**config.mk**
```make
export PLATFORM = sky130hd
export DESIGN_NAME = fsfa_ram
export DESIGN_NICKNAME = d
export VERILOG_FILES = /design/src/sv/fsfa_ram.sv
export SDC_FILE = /design/constraint.sdc
export NUM_CORES = 1
export LEC_CHECK = 0
export BUFFER_PORTS_ARGS = -buffer_cell sky130_fd_sc_hd__buf_4
export CORE_AREA = 2 2 117 119
export DETAILED_ROUTE_END_ITERATION = 8
export DIE_AREA = 0 0 119 121
export PLACE_DENSITY_LB_ADDON = 0.1
export SYNTH_ARGS = -nofsm -noshare
export SYNTH_HDL_FRONTEND = slang
export SYNTH_SLANG_ARGS = --single-unit
```
**constraint.sdc**
```tcl
create_clock -name clk -period 3.7 [get_ports clk]
set_input_delay 0.37 -clock clk [delete_from_list [all_inputs] [get_ports clk]]
set_output_delay 0.37 -clock clk [all_outputs]
set_load 0.01 [all_outputs]
```
**src/sv/fsfa_ram.sv**
```systemverilog
// fsfa_ram: generic single-write, single-read synchronous ram
// read data registered; no dependencies
module fsfa_ram #(
  parameter int WIDTH = 8,
  parameter int DEPTH = 16
) (
  input  logic                                   clk,
  input  logic                                   we,
  input  logic [(DEPTH > 1 ? $clog2(DEPTH) : 1)-1:0] waddr,
  input  logic [WIDTH-1:0]                       wdata,
  input  logic [(DEPTH > 1 ? $clog2(DEPTH) : 1)-1:0] raddr,
  output logic [WIDTH-1:0]                       rdata
);

  logic [WIDTH-1:0] mem [DEPTH];

  // write port and registered read port
  always_ff @(posedge clk) begin
    if (we) begin
      mem[waddr] <= wdata;
    end
    rdata <= mem[raddr];
  end

endmodule

```
==> results.json <==
{
  "outcome": "finished clean",
  "initial_utilization_pct": 39.3,
  "timing.reg2reg.worst_path_depth": 3,
  "tightest_slew_ns": 1.02,
  "fin_crit_sh_pct": 44.4,
  "r2r_end": "rdata[5]",
  "vias": 2346,
  "design.core.area_mm2": 0.0131,
  "htree_levels": 4,
  "fin_tns_setup_ns": 0,
  "timing.critical_path.to": "mem[1][3]",
  "die_x_um": 119,
  "hold_viol_final": 0,
  "synth_seq_cells": 136,
  "worstHoldPathType": "in2reg",
  "reg2reg_setup_slack_ns": 2.31,
  "worst_clock_skew_ns": 0.00426,
  "io_pins": 26,
  "rsz0062_at_grt": "false",
  "worst-path-max-fanout": 8,
  "diodes": 0,
  "synth.distinct_cells": 19,
  "clockBufferDepth": 2,
  "io_buffers": 25,
  "timing.critical_path.to_type": "flop",
  "power-per-cell-area_mw_per_mm2": 560,
  "clk_transition_reported_paths_ns": 0.05,
  "grt_first_pass_wirelength_um": 15800,
  "placementRows": 42,
  "netlist_area_mm2": 0.00515,
  "drv_cap": 0,
  "slew_viol_final": 0,
  "worst_skew_pair.late_latency_ns": 0.42,
  "timing.critical_path.from_type": "input pin",
  "number_of_placed_cells_counting_well_taps": 423,
  "fmax_mhz": 609,
  "power.share.sequential_pct": 51.6,
  "antenna_found_initial": 0,
  "worst_path_largest_cell_delay_ns": 0.68,
  "cts-root-buf": "sky130_fd_sc_hd__clkbuf_16",
  "arrival_ns": 1.68,
  "power_switching_share_pct": 20.7,
  "worst_setup_path_startpoint": "waddr[2]",
  "stdcell_count": 455,
  "postCtsSetupBuffers": 0,
  "dr.pass1.iters": 5,
  "vdd_ir_drop_max_v": 0.000234,
  "syn-mean-instance-area_um2": 22.5,
  "globalRouteTotalUtil_pct": 16.1,
  "slew_headroom_pct": 32.0,
  "cts.sink_count": 136,
  "syn-num-nets": 247,
  "crit-reg2reg-launch": "mem[1][5]",
  "critical_path.n_buffers_inverters": 1,
  "net-switching-power_w": 0.000697,
  "fp.dieH_um": 121,
  "synth-seq-area-share_pct": 77.8,
  "drive_above_1_share_pct": 26.9,
  "gpl.final_weighted_congestion": 0.707,
  "die-area_mm2": 0.0144,
  "detail_route.wl_per_cell_um": 23.2,
  "setup_viol": 0,
  "combinational_group_share_of_total_power_pct": 5.0,
  "final_nets": 284,
  "cts_tree": "built",
  "internal-power_w": 0.00267,
  "layout.cells.most_common": "sky130_fd_sc_hd__edfxtp_1",
  "ctsResizeCount": 0,
  "cpLargestDelayFamily": "simple AND/OR/NAND/NOR gates",
  "area_growth_syn_to_layout_pct": 16.8,
  "drc": 0,
  "fillers": 1107,
  "place_hpwl_um": 6330,
  "timing.critical_path.depth": 3,
  "first_iter_violations": 135,
  "timing.critical_path.required_ns": 3.74,
  "grt_start_max_net_pins": 33,
  "drt.antenna.violating_nets": 0,
  "p_leak_nw": 1.99,
  "timing.critical_path.cells": "buf_4 -> or3b_2 -> nor2_1",
  "via_count_of_the_first_global_routing_pass": 2514,
  "cts_buffers": 17,
  "crit_type": "in2reg",
  "wirelength_um": 10600,
  "count_of_hold_fix_buffers_inserted_at_cts": 0,
  "drt-vias-per-instance": 5.16,
  "timing.critical_path.slowest_stage_cell": "sky130_fd_sc_hd__nor2_1",
  "clock_power_share_pct": 43.5,
  "globalRouteOverflowTotal": 0,
  "finalWorstPathRequiredPeriod_ns": 1.64,
  "mostFrequentLayoutCells": "sky130_fd_sc_hd__edfxtp_1, sky130_fd_sc_hd__buf_4, sky130_fd_sc_hd__mux4_2, sky130_fd_sc_hd__clkbuf_16, sky130_fd_sc_hd__a22oi_1",
  "post_synth_inst_count": 229,
  "synthesis.yosys.warnings": 0
}
-- registers in the layout, indices dropped and copies added (netlist names) --
signal and count:
mem 128, rdata 8
-- synth_stat cells (all sizes together) --
| master | n | area share, % |
|---|---|---|
| edfxtp | 128 | 75 |
| mux4 | 32 | 15 |
| a22oi | 16 | 2.3 |
| nor2 | 13 | 0.95 |
| nand2 | 9 | 0.66 |
| dfxtp | 8 | 3.1 |
| buf | 7 | 1.1 |
| nor3 | 4 | 0.39 |
| clkdlybuf4s25 | 3 | 0.58 |
| nand2b | 2 | 0.24 |
| nand3b | 2 | 0.29 |
| and2 | 1 | 0.12 |
| and2b | 1 | 0.15 |
| nand3 | 1 | 0.097 |
| nor2b | 1 | 0.12 |
| or3b | 1 | 0.17 |
-- power by group through the flow --
| stage | registers, W | logic (W) | clock network [W] |
|---|---|---|---|
| 3_3_place_gp | 0.00177 | 0.000168 | 0 |
| 6_report | 0.00173 | 0.000167 | 0.00146 |
| 3_5_place_dp | 0.00177 | 0.000171 | 0 |
| 2_1_floorplan | 0.00177 | 0.0000874 | 0 |
| 4_1_cts | 0.00174 | 0.000171 | 0.00149 |
| 5_1_grt | 0.00174 | 0.000181 | 0.00155 |
-- cells by family (layout without fill, tap and decap cells) --
family	count (synthesis)	in the layout	synth area share, %
simple gates	35	35	3.18
mux	32	32	15.0
compound gates	16	16	2.33
flops	136	136	77.8
buf+inv	10	60	1.68
-- worst reg2reg max path: stages, from the launching register on --
cell and delay (ns):
sky130_fd_sc_hd__edfxtp_1 0.36, sky130_fd_sc_hd__mux4_1 0.50, sky130_fd_sc_hd__a22oi_1 0.33, sky130_fd_sc_hd__nand2_1 0.09
-- per-layer routing --
metal | part of all wire [%] | GRT usage (%) | wire [um]
met1 | 47 | 21.6 | 4970
met2 | 48 | 24.9 | 5060
met3 | 2.9 | 3.85 | 311
met4 | 2.0 | 7.81 | 209
met5 | 0 | 0 | 0
-- worst min path at each step --
stage | from | to | slack (ns) | cells past startpoint
6_report | wdata[0] | mem[1][0] | 0.26 | 1
5_1_grt | wdata[0] | mem[12][0] | 0.28 | 1
4_1_cts | wdata[0] | mem[1][0] | 0.26 | 1
3_5_place_dp | mem[13][0] | rdata[0] | 0.66 | 3
3_3_place_gp | mem[12][0] | rdata[0] | 0.65 | 3
2_1_floorplan | wdata[0] | mem[0][0] | 0.47 | 0
-- cell type report --
| cell class | count | area (um2) | area share [%] |
|---|---|---|---|
| well taps | 176 | 220 | 3.66 |
| clock buffers | 20 | 457 | 7.59 |
| repair buffers | 28 | 210 | 3.50 |
| multi-input cells | 83 | 1060 | 17.7 |
| clock inverters | 12 | 60.1 | 0.999 |
| flip-flops and latches | 136 | 4000 | 66.6 |
-- through the flow --
step                      total power, W  utilization (%)  area [um2]  worst slack (ns)  hold slack (ns)
after floorplan                  0.00185                -        5150              1.84            0.469
after global placement           0.00193             42.0        5490              1.38            0.653
after detailed placement         0.00194             42.0        5500              1.57            0.659
after CTS                        0.00340             46.0        6010              2.01            0.258
after global routing             0.00347             46.0        6010              1.98            0.276
final                            0.00336             46.0        6010              2.06            0.264
No activity file was read; power rests on OpenSTA's default activity.
