--- src/sv/fsfa_pkg.sv ---
// fsfa_pkg: types and constants shared by the feature standardiser block
// payload structs, action and status codes, register indexes, fixed widths
// no dependencies
package fsfa_pkg;

  // action codes of an input beat
  localparam logic [1:0] ACT_FIT    = 2'd0;
  localparam logic [1:0] ACT_FINISH = 2'd1;
  localparam logic [1:0] ACT_LOAD   = 2'd2;
  localparam logic [1:0] ACT_APPLY  = 2'd3;

  // status codes of a result beat
  localparam logic [1:0] ST_OK    = 2'd0;
  localparam logic [1:0] ST_RANGE = 2'd1;
  localparam logic [1:0] ST_NOFIT = 2'd2;

  // configuration register indexes
  localparam logic REG_FEATURE_COUNT = 1'b0;
  localparam logic REG_CLIP_LIMIT    = 1'b1;

  // field and storage widths
  localparam int VAL_W  = 24;
  localparam int SUM_W  = 40;
  localparam int SQS_W  = 64;
  localparam int ROW_W  = 17;
  localparam int FC_W   = 9;
  localparam int CNT_W  = 13;
  localparam int DVD_W  = 64;

  localparam logic [FC_W-1:0]  FC_RESET   = 9'd1;
  localparam logic [VAL_W-1:0] CLIP_RESET = 24'd196608;
  localparam logic [VAL_W-1:0] ONE_Q16    = 24'd65536;
  localparam logic [31:0]      UNITY_Q30  = 32'h4000_0000;
  localparam logic [VAL_W-1:0] STD_MAX    = 24'hFF_FFFF;

  typedef struct packed {
    logic [1:0]              action;
    logic [7:0]              feature_index;
    logic signed [VAL_W-1:0] sample;
    logic signed [VAL_W-1:0] mean_value;
    logic [VAL_W-1:0]        std_value;
  } in_item_t;

  typedef struct packed {
    logic signed [31:0] normalised;
    logic [1:0]         status;
  } out_item_t;

  // request to the shared divider
  typedef struct packed {
    logic             start;
    logic [DVD_W-1:0] dividend;
    logic [VAL_W-1:0] divisor;
  } div_req_t;

endpackage

--- src/sv/fsfa_isqrt.sv ---
// fsfa_isqrt: integer square root of a 64-bit value, two bits per cycle
// 32 steps; depends on fsfa_pkg for widths
module fsfa_isqrt
  import fsfa_pkg::*;
(
  input  logic             clk,
  input  logic             rst_n,
  input  logic             start,
  input  logic [DVD_W-1:0] value,
  output logic             done,
  output logic [31:0]      root
);

  logic [DVD_W-1:0] val_r;
  logic [33:0]      rem_r;
  logic [31:0]      root_r;
  logic [4:0]       step_r;
  logic             busy_r;
  logic             done_r;
  logic [35:0]      shifted;
  logic [35:0]      trial;
  logic             fits;

  // bring down the next bit pair and try root*4+1
  assign shifted = {rem_r, val_r[DVD_W-1:DVD_W-2]};
  assign trial   = {2'b00, root_r, 2'b01};
  assign fits    = shifted >= trial;

  always_ff @(posedge clk) begin
    if (!rst_n) begin
      busy_r <= 1'b0;
      done_r <= 1'b0;
      step_r <= '0;
    end else begin
      done_r <= !start && busy_r && (step_r == 5'd31);
      if (start) begin
        val_r  <= value;
        rem_r  <= '0;
        root_r <= '0;
        step_r <= '0;
        busy_r <= 1'b1;
      end else if (busy_r) begin
        rem_r  <= fits ? 34'(shifted - trial) : shifted[33:0];
        root_r <= {root_r[30:0], fits};
        val_r  <= {val_r[DVD_W-3:0], 2'b00};
        step_r <= step_r + 5'd1;
        if (step_r == 5'd31) begin
          busy_r <= 1'b0;
        end
      end
    end
  end

  assign done = done_r;
  assign root = root_r;

endmodule

--- config.mk ---
export PLATFORM = sky130hd
export DESIGN_NAME = fsfa_isqrt
export DESIGN_NICKNAME = d
export VERILOG_FILES = /design/src/sv/fsfa_pkg.sv /design/src/sv/fsfa_isqrt.sv
export SDC_FILE = /design/constraint.sdc
export NUM_CORES = 1
export LEC_CHECK = 0
export ABC_AREA = 0
export BUFFER_PORTS_ARGS = -buffer_cell sky130_fd_sc_hd__buf_2
export CAP_MARGIN = 10
export CORE_ASPECT_RATIO = 1.2
export CORE_MARGIN = 1.5
export CORE_UTILIZATION = 58
export DETAILED_ROUTE_END_ITERATION = 10
export PLACE_DENSITY_LB_ADDON = 0.1
export SETUP_SLACK_MARGIN = 0.05
export SLEW_MARGIN = 20
export SYNTH_ARGS = -nofsm -noshare
export SYNTH_HDL_FRONTEND = slang
export SYNTH_SLANG_ARGS = --single-unit
--- constraint.sdc ---
create_clock -name clk -period 4.87 [get_ports clk]
set_clock_uncertainty 0.05 [all_clocks]
set_input_delay 0.487 -clock clk [delete_from_list [all_inputs] [get_ports clk]]
set_output_delay 0.487 -clock clk [all_outputs]
set_load 0.01 [all_outputs]
==> flow_summary.json <==
{
  "status": "finished clean",
  "finalHoldViolations": 0,
  "cts_hold_repair.buffers": 0,
  "p_int_w": 0.00262,
  "postLayoutCoreUtil_pct": 69.3,
  "fp.dieArea_mm2": 0.0139,
  "required_ns": 4.95,
  "port_buffers": 99,
  "row_count": 45,
  "grt_max_degree": 85,
  "area_growth_pct": 15.7,
  "diodes": 0,
  "path_max_fanout": 25,
  "netlist_instances": 642,
  "clock-sinks": 137,
  "place_congestion": 0.926,
  "tns_ns": 0,
  "cts-root-buf": "clkbuf_16",
  "layout-drive-gt1-share_pct": 30.1,
  "setup_viol_count_final": 0,
  "synth_area_mm2": 0.00766,
  "fmax_mhz": 281,
  "slew-limit-headroom_pct": 36.5,
  "hpwl_mm": 10.6,
  "drt-pass1-iter-count": 4,
  "holdPathStages": 2,
  "use_met1_pct": 26.3,
  "combinationalPowerShare_pct": 21.5,
  "syn_avg_cell_area_um2": 11.9,
  "rsz0062_at_grt": "no",
  "vias": 5321,
  "synth_warnings": 0,
  "track_usage_pct": 23.3,
  "ant_nets": 0,
  "cp.arrival_ns": 3.63,
  "gr-usage-met2_pct": 41.2,
  "cts_tree": "built",
  "max_slew.worst_pin.slew_ns": 0.952,
  "synthTopCellsByCount": "130 x edfxtp_1, 82 x nor2_1, 62 x mux2_2",
  "yosysMostFrequentCell": "edfxtp_1",
  "drc": 0,
  "first_iter_violations": 277,
  "end_kind": "flop",
  "htree_levels": 4,
  "leakagePower_nw": 3.62,
  "drv_slew": 0,
  "cts_buffers": 17,
  "ff2ff_setup_slack_ns": 1.31,
  "busiest_layer": "met2",
  "drt-total-wl_mm": 15.3,
  "initial_utilization_pct": 59.9,
  "ys_ff_latch": 137,
  "max-vdd-ir-drop_v": 0.000280,
  "cts_max_path_buffers": 2,
  "die_w_um": 108,
  "clk_pin_slew_ns": 0.06,
  "synth.top_cells.by_area": "edfxtp_1 51%, mux2_2 9.1%, ha_1 5.9%",
  "switching_power_w": 0.00101,
  "routed_via_density": 5.82,
  "ys_seq_area_share_pct": 52.8,
  "coreArea_mm2": 0.0128,
  "gr-total-overflow": 0,
  "synth_flop_cell": "edfxtp_1",
  "power_density_mw_per_mm2": 410,
  "die_y_um": 129,
  "io_pins": 100,
  "reg2reg_depth": 10,
  "insertion_delay_ns": 0.42,
  "synth-edff-count": 130,
  "cap_violations": 0,
  "pwr-share-clk_pct": 38.4,
  "crit_type": "flop to flop",
  "postCtsSetupBuffers": 0,
  "cp-start-kind": "flop",
  "hold_path_class": "input port to flop",
  "synth_top_area_share_pct": 51.0,
  "seq_power_share_pct": 40.1,
  "power.share.switching_pct": 27.9,
  "min_period_over_period_pct": 73.0,
  "ys_types": 68,
  "synth_fp_nets": 745,
  "ys_async_sr_fraction_pct": 0,
  "wire_per_inst_um": 16.7,
  "period_needed_ns": 3.56,
  "cts_resized": 0,
  "grt_use_met3_pct": 6.84,
  "yosysTopAreaCell": "edfxtp_1",
  "layout.nets": 840,
  "grt_pass1_vias": 5531,
  "grt_pass1_wl_mm": 25.2,
  "whs_ns": 0.302,
  "antenna_found_initial": 0
}
## final timing paths
| kind | from | end |
|---|---|---|
| setup / recovery | rem_r[8] | rem_r[4] |
| hold reg to reg | step_r[4] | step_r[4] |
| hold / removal | value[1] | val_r[1] |
| setup reg to reg | rem_r[8] | rem_r[4] |
## per-layer routing
layer,routed length (um),up-vias,part of all wire (%)
met5,0,-,0
met1,6190,2582,40
met2,7940,146,52
met3,887,26,5.8
met4,294,0,1.9
li1,-,2567,-
## power groups by stage
stage          Sequential (W)  Clock, W  Combinational [W]
2_1_floorplan         0.00148         0           0.000617
3_3_place_gp          0.00148         0           0.000748
3_5_place_dp          0.00148         0           0.000771
4_1_cts               0.00146   0.00142           0.000779
5_1_grt               0.00147   0.00145           0.000862
6_report              0.00146   0.00140           0.000780
## logic make-up (layout without fill, tap and decap cells)
logic type / after synthesis / in the layout / synth area share [%]
and+or+nand+nor: 170 / 170 / 10.4
DFF: 137 / 137 / 52.8
AOI/OAI and AO/OA: 117 / 117 / 11.0
muxes: 84 / 84 / 12.0
buffers and inverters: 67 / 175 / 4.43
adders and majority gates: 36 / 36 / 5.88
xor gates and xnor gates: 31 / 31 / 3.54
## registers in the layout, summed over array words and instances, names as in the netlist
name and cells:
busy_r 1, done 1, rem_r 34, root 32, step_r 5, val_r 64
## layout make-up
type	count	area [um2]
sequential	137	4040
fill	929	3920
multi-input combinational	438	3290
timing repair buffer	104	536
clock buffer	17	425
clock inverter	15	213
tap	164	205
inverter	39	146
## stage by stage
stage                     setup slack (ns)  cells  power [W]  cell area [um2]
after floorplan                      0.626    642    0.00210             7660
after global placement                1.47    882    0.00223             8220
after detailed placement              1.36    882    0.00225             8220
after CTS                             1.34    914    0.00365             8860
after global routing                  1.10    914    0.00378             8860
final                                 1.31    914    0.00363             8860
## placed cells by master (no fill, tap or decap), types with 3 or more instances in the layout
cell / netlist / layout
edfxtp_1: 130 / 130
buf_2: 0 / 98
nor2_1: 82 / 82
mux2_2: 62 / 62
inv_1: 38 / 38
ha_1: 36 / 36
a21oi_1: 32 / 32
nand2_1: 27 / 27
mux2i_1: 22 / 22
xnor2_1: 19 / 19
clkbuf_16: 0 / 17
o21ai_0: 16 / 16
nand3_1: 14 / 14
xor2_1: 12 / 12
a21o_1: 11 / 11
nand4_1: 9 / 9
a31oi_1: 8 / 8
dfxtp_1: 7 / 7
o21a_1: 7 / 6
a211oi_1: 6 / 6
buf_4: 2 / 6
and2_1: 5 / 5
a21o_2: 4 / 4
or2_2: 4 / 4
nor3_1: 4 / 4
bufinv_16: 0 / 4
inv_6: 0 / 4
nor4_1: 3 / 3
nor2b_1: 3 / 3
o2111ai_1: 3 / 3
clkinv_4: 0 / 3
## critical path, cell delays in order (launching register included)
cell	delay (ns)
edfxtp_1	0.43
ha_1	0.43
nand3_1	0.16
nor3_1	0.35
o21ai_2	0.13
a2111oi_4	0.37
nor2_1	0.12
a21oi_4	0.57
buf_4	0.37
mux2i_1	0.23
nor2_1	0.06
(Power assumes the default switching activity.)
