$ cat config.mk
export PLATFORM = sky130hd
export DESIGN_NAME = fsfa_div
export DESIGN_NICKNAME = d
export VERILOG_FILES = /design/src/sv/fsfa_pkg.sv /design/src/sv/fsfa_div.sv
export SDC_FILE = /design/constraint.sdc
export NUM_CORES = 1
export LEC_CHECK = 0
export BUFFER_PORTS_ARGS = -buffer_cell sky130_fd_sc_hd__buf_4
export CAP_MARGIN = 5
export CORE_MARGIN = 4
export CORE_UTILIZATION = 54
export CTS_CLUSTER_SIZE = 10
export DETAILED_ROUTE_END_ITERATION = 7
export PLACE_DENSITY_LB_ADDON = 0.2
export SLEW_MARGIN = 10
export SYNTH_ARGS = -nofsm -noshare
export SYNTH_HDL_FRONTEND = slang
export SYNTH_SLANG_ARGS = --single-unit
$ cat constraint.sdc
create_clock -name clk -period 4.5 [get_ports clk]
set_clock_uncertainty 0.15 [all_clocks]
set_input_delay 0.9 -clock clk [delete_from_list [all_inputs] [get_ports clk]]
set_output_delay 0.9 -clock clk [all_outputs]
set_load 0.02 [all_outputs]
$ cat src/sv/fsfa_pkg.sv
// fsfa_pkg: types and constants shared by the feature standardiser block
// payload structs, action and status codes, register indexes, fixed widths
// no dependencies
package fsfa_pkg;

  // action codes of an input beat
  localparam logic [1:0] ACT_FIT    = 2'd0;
  localparam logic [1:0] ACT_FINISH = 2'd1;
  localparam logic [1:0] ACT_LOAD   = 2'd2;
  localparam logic [1:0] ACT_APPLY  = 2'd3;

  // status codes of a result beat
  localparam logic [1:0] ST_OK    = 2'd0;
  localparam logic [1:0] ST_RANGE = 2'd1;
  localparam logic [1:0] ST_NOFIT = 2'd2;

  // configuration register indexes
  localparam logic REG_FEATURE_COUNT = 1'b0;
  localparam logic REG_CLIP_LIMIT    = 1'b1;

  // field and storage widths
  localparam int VAL_W  = 24;
  localparam int SUM_W  = 40;
  localparam int SQS_W  = 64;
  localparam int ROW_W  = 17;
  localparam int FC_W   = 9;
  localparam int CNT_W  = 13;
  localparam int DVD_W  = 64;

  localparam logic [FC_W-1:0]  FC_RESET   = 9'd1;
  localparam logic [VAL_W-1:0] CLIP_RESET = 24'd196608;
  localparam logic [VAL_W-1:0] ONE_Q16    = 24'd65536;
  localparam logic [31:0]      UNITY_Q30  = 32'h4000_0000;
  localparam logic [VAL_W-1:0] STD_MAX    = 24'hFF_FFFF;

  typedef struct packed {
    logic [1:0]              action;
    logic [7:0]              feature_index;
    logic signed [VAL_W-1:0] sample;
    logic signed [VAL_W-1:0] mean_value;
    logic [VAL_W-1:0]        std_value;
  } in_item_t;

  typedef struct packed {
    logic signed [31:0] normalised;
    logic [1:0]         status;
  } out_item_t;

  // request to the shared divider
  typedef struct packed {
    logic             start;
    logic [DVD_W-1:0] dividend;
    logic [VAL_W-1:0] divisor;
  } div_req_t;

endpackage

$ cat src/sv/fsfa_div.sv
// fsfa_div: restoring divider, one quotient bit per cycle, 64 steps
// depends on fsfa_pkg for widths and the request struct
module fsfa_div
  import fsfa_pkg::*;
(
  input  logic             clk,
  input  logic             rst_n,
  input  div_req_t         req,
  output logic             busy,
  output logic             done,
  output logic [DVD_W-1:0] quotient
);

  logic [DVD_W-1:0] dvd_r;
  logic [VAL_W-1:0] dsr_r;
  logic [VAL_W-1:0] rem_r;
  logic [5:0]       step_r;
  logic             busy_r;
  logic             done_r;
  logic [VAL_W:0]   trial;
  logic             fits;

  // shift one dividend bit into the partial remainder
  assign trial = {rem_r, dvd_r[DVD_W-1]};
  assign fits  = trial >= {1'b0, dsr_r};

  always_ff @(posedge clk) begin
    if (!rst_n) begin
      busy_r <= 1'b0;
      done_r <= 1'b0;
      step_r <= '0;
    end else begin
      done_r <= !req.start && busy_r && (step_r == 6'd63);
      if (req.start) begin
        dvd_r  <= req.dividend;
        dsr_r  <= req.divisor;
        rem_r  <= '0;
        step_r <= '0;
        busy_r <= 1'b1;
      end else if (busy_r) begin
        rem_r  <= fits ? VAL_W'(trial - {1'b0, dsr_r}) : trial[VAL_W-1:0];
        dvd_r  <= {dvd_r[DVD_W-2:0], fits};
        step_r <= step_r + 6'd1;
        if (step_r == 6'd63) begin
          busy_r <= 1'b0;
        end
      end
    end
  end

  assign busy     = busy_r;
  assign done     = done_r;
  assign quotient = dvd_r;

endmodule

==> run metrics <==
status finished clean; antenna violations before repair 0; # clock sinks 120; global placement routability congestion 0.941; largest net degree at the start of global routing 63; post-synthesis cell area 0.00632 mm2; P_sw 0.966 mW; worst slew pin tran 0.868 ns; CP max stage delay 0.64 ns; io pins 157; Combinational Power Share 21.8%; Port Buffer Count 156; CP Data Arrival Time 3.20 ns; DRC 0; vias after detailed routing 4,630; Synth Register Bits 120; Post-synth EDFFs 112; Reg clk slew, reported paths 0.06 ns; Final nets 787; Slew Limit Fails 0; DP Worst Slack 1.36 ns; post-route ant nets 0; HPWL Detailed 11,000 um; Core Rows 39; root buf cell clkbuf_16; hold crit path type flip-flop to flip-flop; drt pass-1 iters 4; Design Power 3.34 mW; share of cells above drive strength 1 39.2%; max_slew headroom 42.2%; clk buf depth 2; Crit. End Element flip-flop; CP max-delay cell a311o_4; first-pass GRT wire length 24,400 um; cells resized by post-CTS repair 0; f_max 320 MHz; vias per std cell 5.61; Worst setup SP type flip-flop; Worst VDD drop 335 uV; Initial Utilization 55.3%; worst path bufs/invs 0; GRT Util Overall 23.9%; gr ovfl total 0; final WL 15,200 um; die area 0.0135 mm2; WHS 0.370 ns; prevailing post-synth register cell edfxtp_1; postcts setup bufs 0; Die Y 116 um; Clock Power Share 37.0%; Yosys Warn Count 0; core area 0.0114 mm2; TritonCTS Buffers 17; ant diodes 0; FFs w/ async S/R, synth 0%; CP Class flip-flop to flip-flop; Seq pwr share 41.2%; max-cap violations 0; Pleak 3.29 nW; CTS H-tree depth 4; Hold Buf Count CTS 0; DR WL/cell 18.4 um; Die Width 116 um; Power Dens Cells 411 mW/mm2; Seq/Total Area, Yosys 55.8%; Req. time, crit path 4.57 ns; non-filler cells, final 826; Final Setup Violations 0; setup ws final 1.37 ns; syn_area_per_cell 12.3 um2; Mapped Nets 632; Final TNS setup 0 ns; Sw Share 28.9%; Int Pwr 2.37 mW; final worst path period need 3.13 ns; cells along the critical path ha_1, nor2_1, a211oi_1, o21ai_1, nand2_2, a311o_4, nand2b_1, o32ai_1; Hold Vio Cnt, Final 0; critical path peak fanout 40; Clock Latency Late Sink 0.42 ns; area delta synth->final 28.6%; RSZ-0062 raised after global routing no; Initial DRC Count 244; period utilisation layout 69.5%; Mapped Cells 515; vias in the first global route 4,858; dpl cells 794; CTS tree built; Netlist cell types 56; delay-heaviest family, CP compound AO/OA/AOI/OAI gates
## placed cells by master (no fill, tap or decap), types with 3 or more instances in the layout
| cell | instances |
|---|---|
| o21a_1 | 4 |
| a21o_1 | 3 |
| nor2_1 | 46 |
| clkinv_4 | 3 |
| nand4_1 | 6 |
| nor3_1 | 3 |
| a211oi_2 | 7 |
| mux2_2 | 64 |
| inv_6 | 3 |
| dfxtp_1 | 8 |
| nand2_1 | 31 |
| o211ai_1 | 3 |
| o21ai_0 | 18 |
| a211oi_1 | 6 |
| xor2_1 | 9 |
| clkinv_2 | 3 |
| o22ai_1 | 3 |
| inv_1 | 35 |
| nand2b_1 | 10 |
| ha_1 | 25 |
| clkinvlp_4 | 4 |
| nand3_1 | 6 |
| a21oi_2 | 3 |
| xnor2_1 | 10 |
| edfxtp_1 | 112 |
| or3_1 | 3 |
| clkbuf_16 | 17 |
| buf_4 | 160 |
| mux2i_1 | 8 |
| nor2b_1 | 4 |
| a21oi_1 | 30 |
## area by class of cell
type / count / area, um2
multi-input cells: 336 / 2550
fillers: 832 / 3300
flip-flops and latches: 120 / 3520
well taps: 143 / 179
repair buffers: 160 / 1200
clock buffers: 19 / 443
clock inverters: 13 / 97.6
inverters: 35 / 131
## tightest hold or removal path: cells and delay by family (launching register included)
family / cells / cell delay (ns)
flops: 1 / 0.34
xor+xnor: 1 / 0.07
simple gates: 1 / 0.07
## metrics by stage
| step | util [%] | cell area [um2] |
|---|---|---|
| finish | 71.1 | 8120 |
| CTS | 71.1 | 8120 |
| floorplan | - | 6320 |
| global route | 71.1 | 8120 |
| global placement | 66.4 | 7580 |
| detailed placement | 66.4 | 7580 |
## cell usage after synthesis (3+ instances only)
library cell / number / area share, %
xor2_1: 9 / 1.2
buf_2: 6 / 0.48
clkbuf_1: 13 / 0.77
a211oi_1: 6 / 0.71
nor2b_1: 4 / 0.40
o21ai_0: 18 / 1.4
a21oi_1: 30 / 2.4
nand4_1: 6 / 0.59
nand2_1: 31 / 1.8
xnor2_1: 10 / 1.4
edfxtp_1: 112 / 53
dfxtp_1: 8 / 2.5
a21oi_2: 3 / 0.42
o211ai_1: 3 / 0.36
nor3_1: 3 / 0.24
inv_1: 35 / 2.1
nand2b_1: 10 / 0.99
a21o_1: 3 / 0.36
or3_1: 3 / 0.30
nor2_1: 46 / 2.7
nand3_1: 6 / 0.48
o21a_1: 5 / 0.59
mux2_2: 64 / 11
o22ai_1: 3 / 0.30
mux2i_1: 8 / 1.3
buf_6: 3 / 0.53
ha_1: 25 / 5.0
a211oi_2: 7 / 1.4
## cells by family (layout without fill, tap and decap cells)
logic type,after synthesis,count (layout),share of synthesized area (%)
xor+xnor,19,19,2.63
flops,120,120,55.8
simple gates,120,120,8.81
buf+inv,59,227,4.04
compound gates,99,99,10.8
mux,72,72,12.7
fa+ha+maj,26,26,5.27
## power groups by stage
stage | combinational (mW) | sequential (mW) | clock [mW]
2_1_floorplan | 0.467 | 1.43 | 0
3_3_place_gp | 0.699 | 1.39 | 0
3_5_place_dp | 0.719 | 1.40 | 0
4_1_cts | 0.723 | 1.38 | 1.25
5_1_grt | 0.798 | 1.39 | 1.29
6_report | 0.727 | 1.38 | 1.24
## state kept, by name (all words and copies together), names as in the netlist
name      count
quotient     64
dsr_r        24
rem_r        24
step_r        6
busy          1
done          1
## path summary, 6_finish.rpt
check            start   endpoint  slack (ns)  depth (start not counted)
max reg2reg   rem_r[1]  rem_r[18]        1.37                          8
max           rem_r[1]  rem_r[18]        1.37                          8
min reg2reg  step_r[4]  step_r[4]        0.37                          2
min          step_r[4]  step_r[4]        0.37                          2
## layer usage
| layer | GRT usage [%] | routed length (um) | up-vias |
|---|---|---|---|
| li1 | - | - | 2225 |
| met2 | 39.2 | 7350 | 191 |
| met5 | 0 | 0 | - |
| met3 | 10.0 | 1450 | 19 |
| met4 | 9.74 | 267 | 0 |
| met1 | 27.7 | 6180 | 2195 |
(Power assumes the default switching activity.)
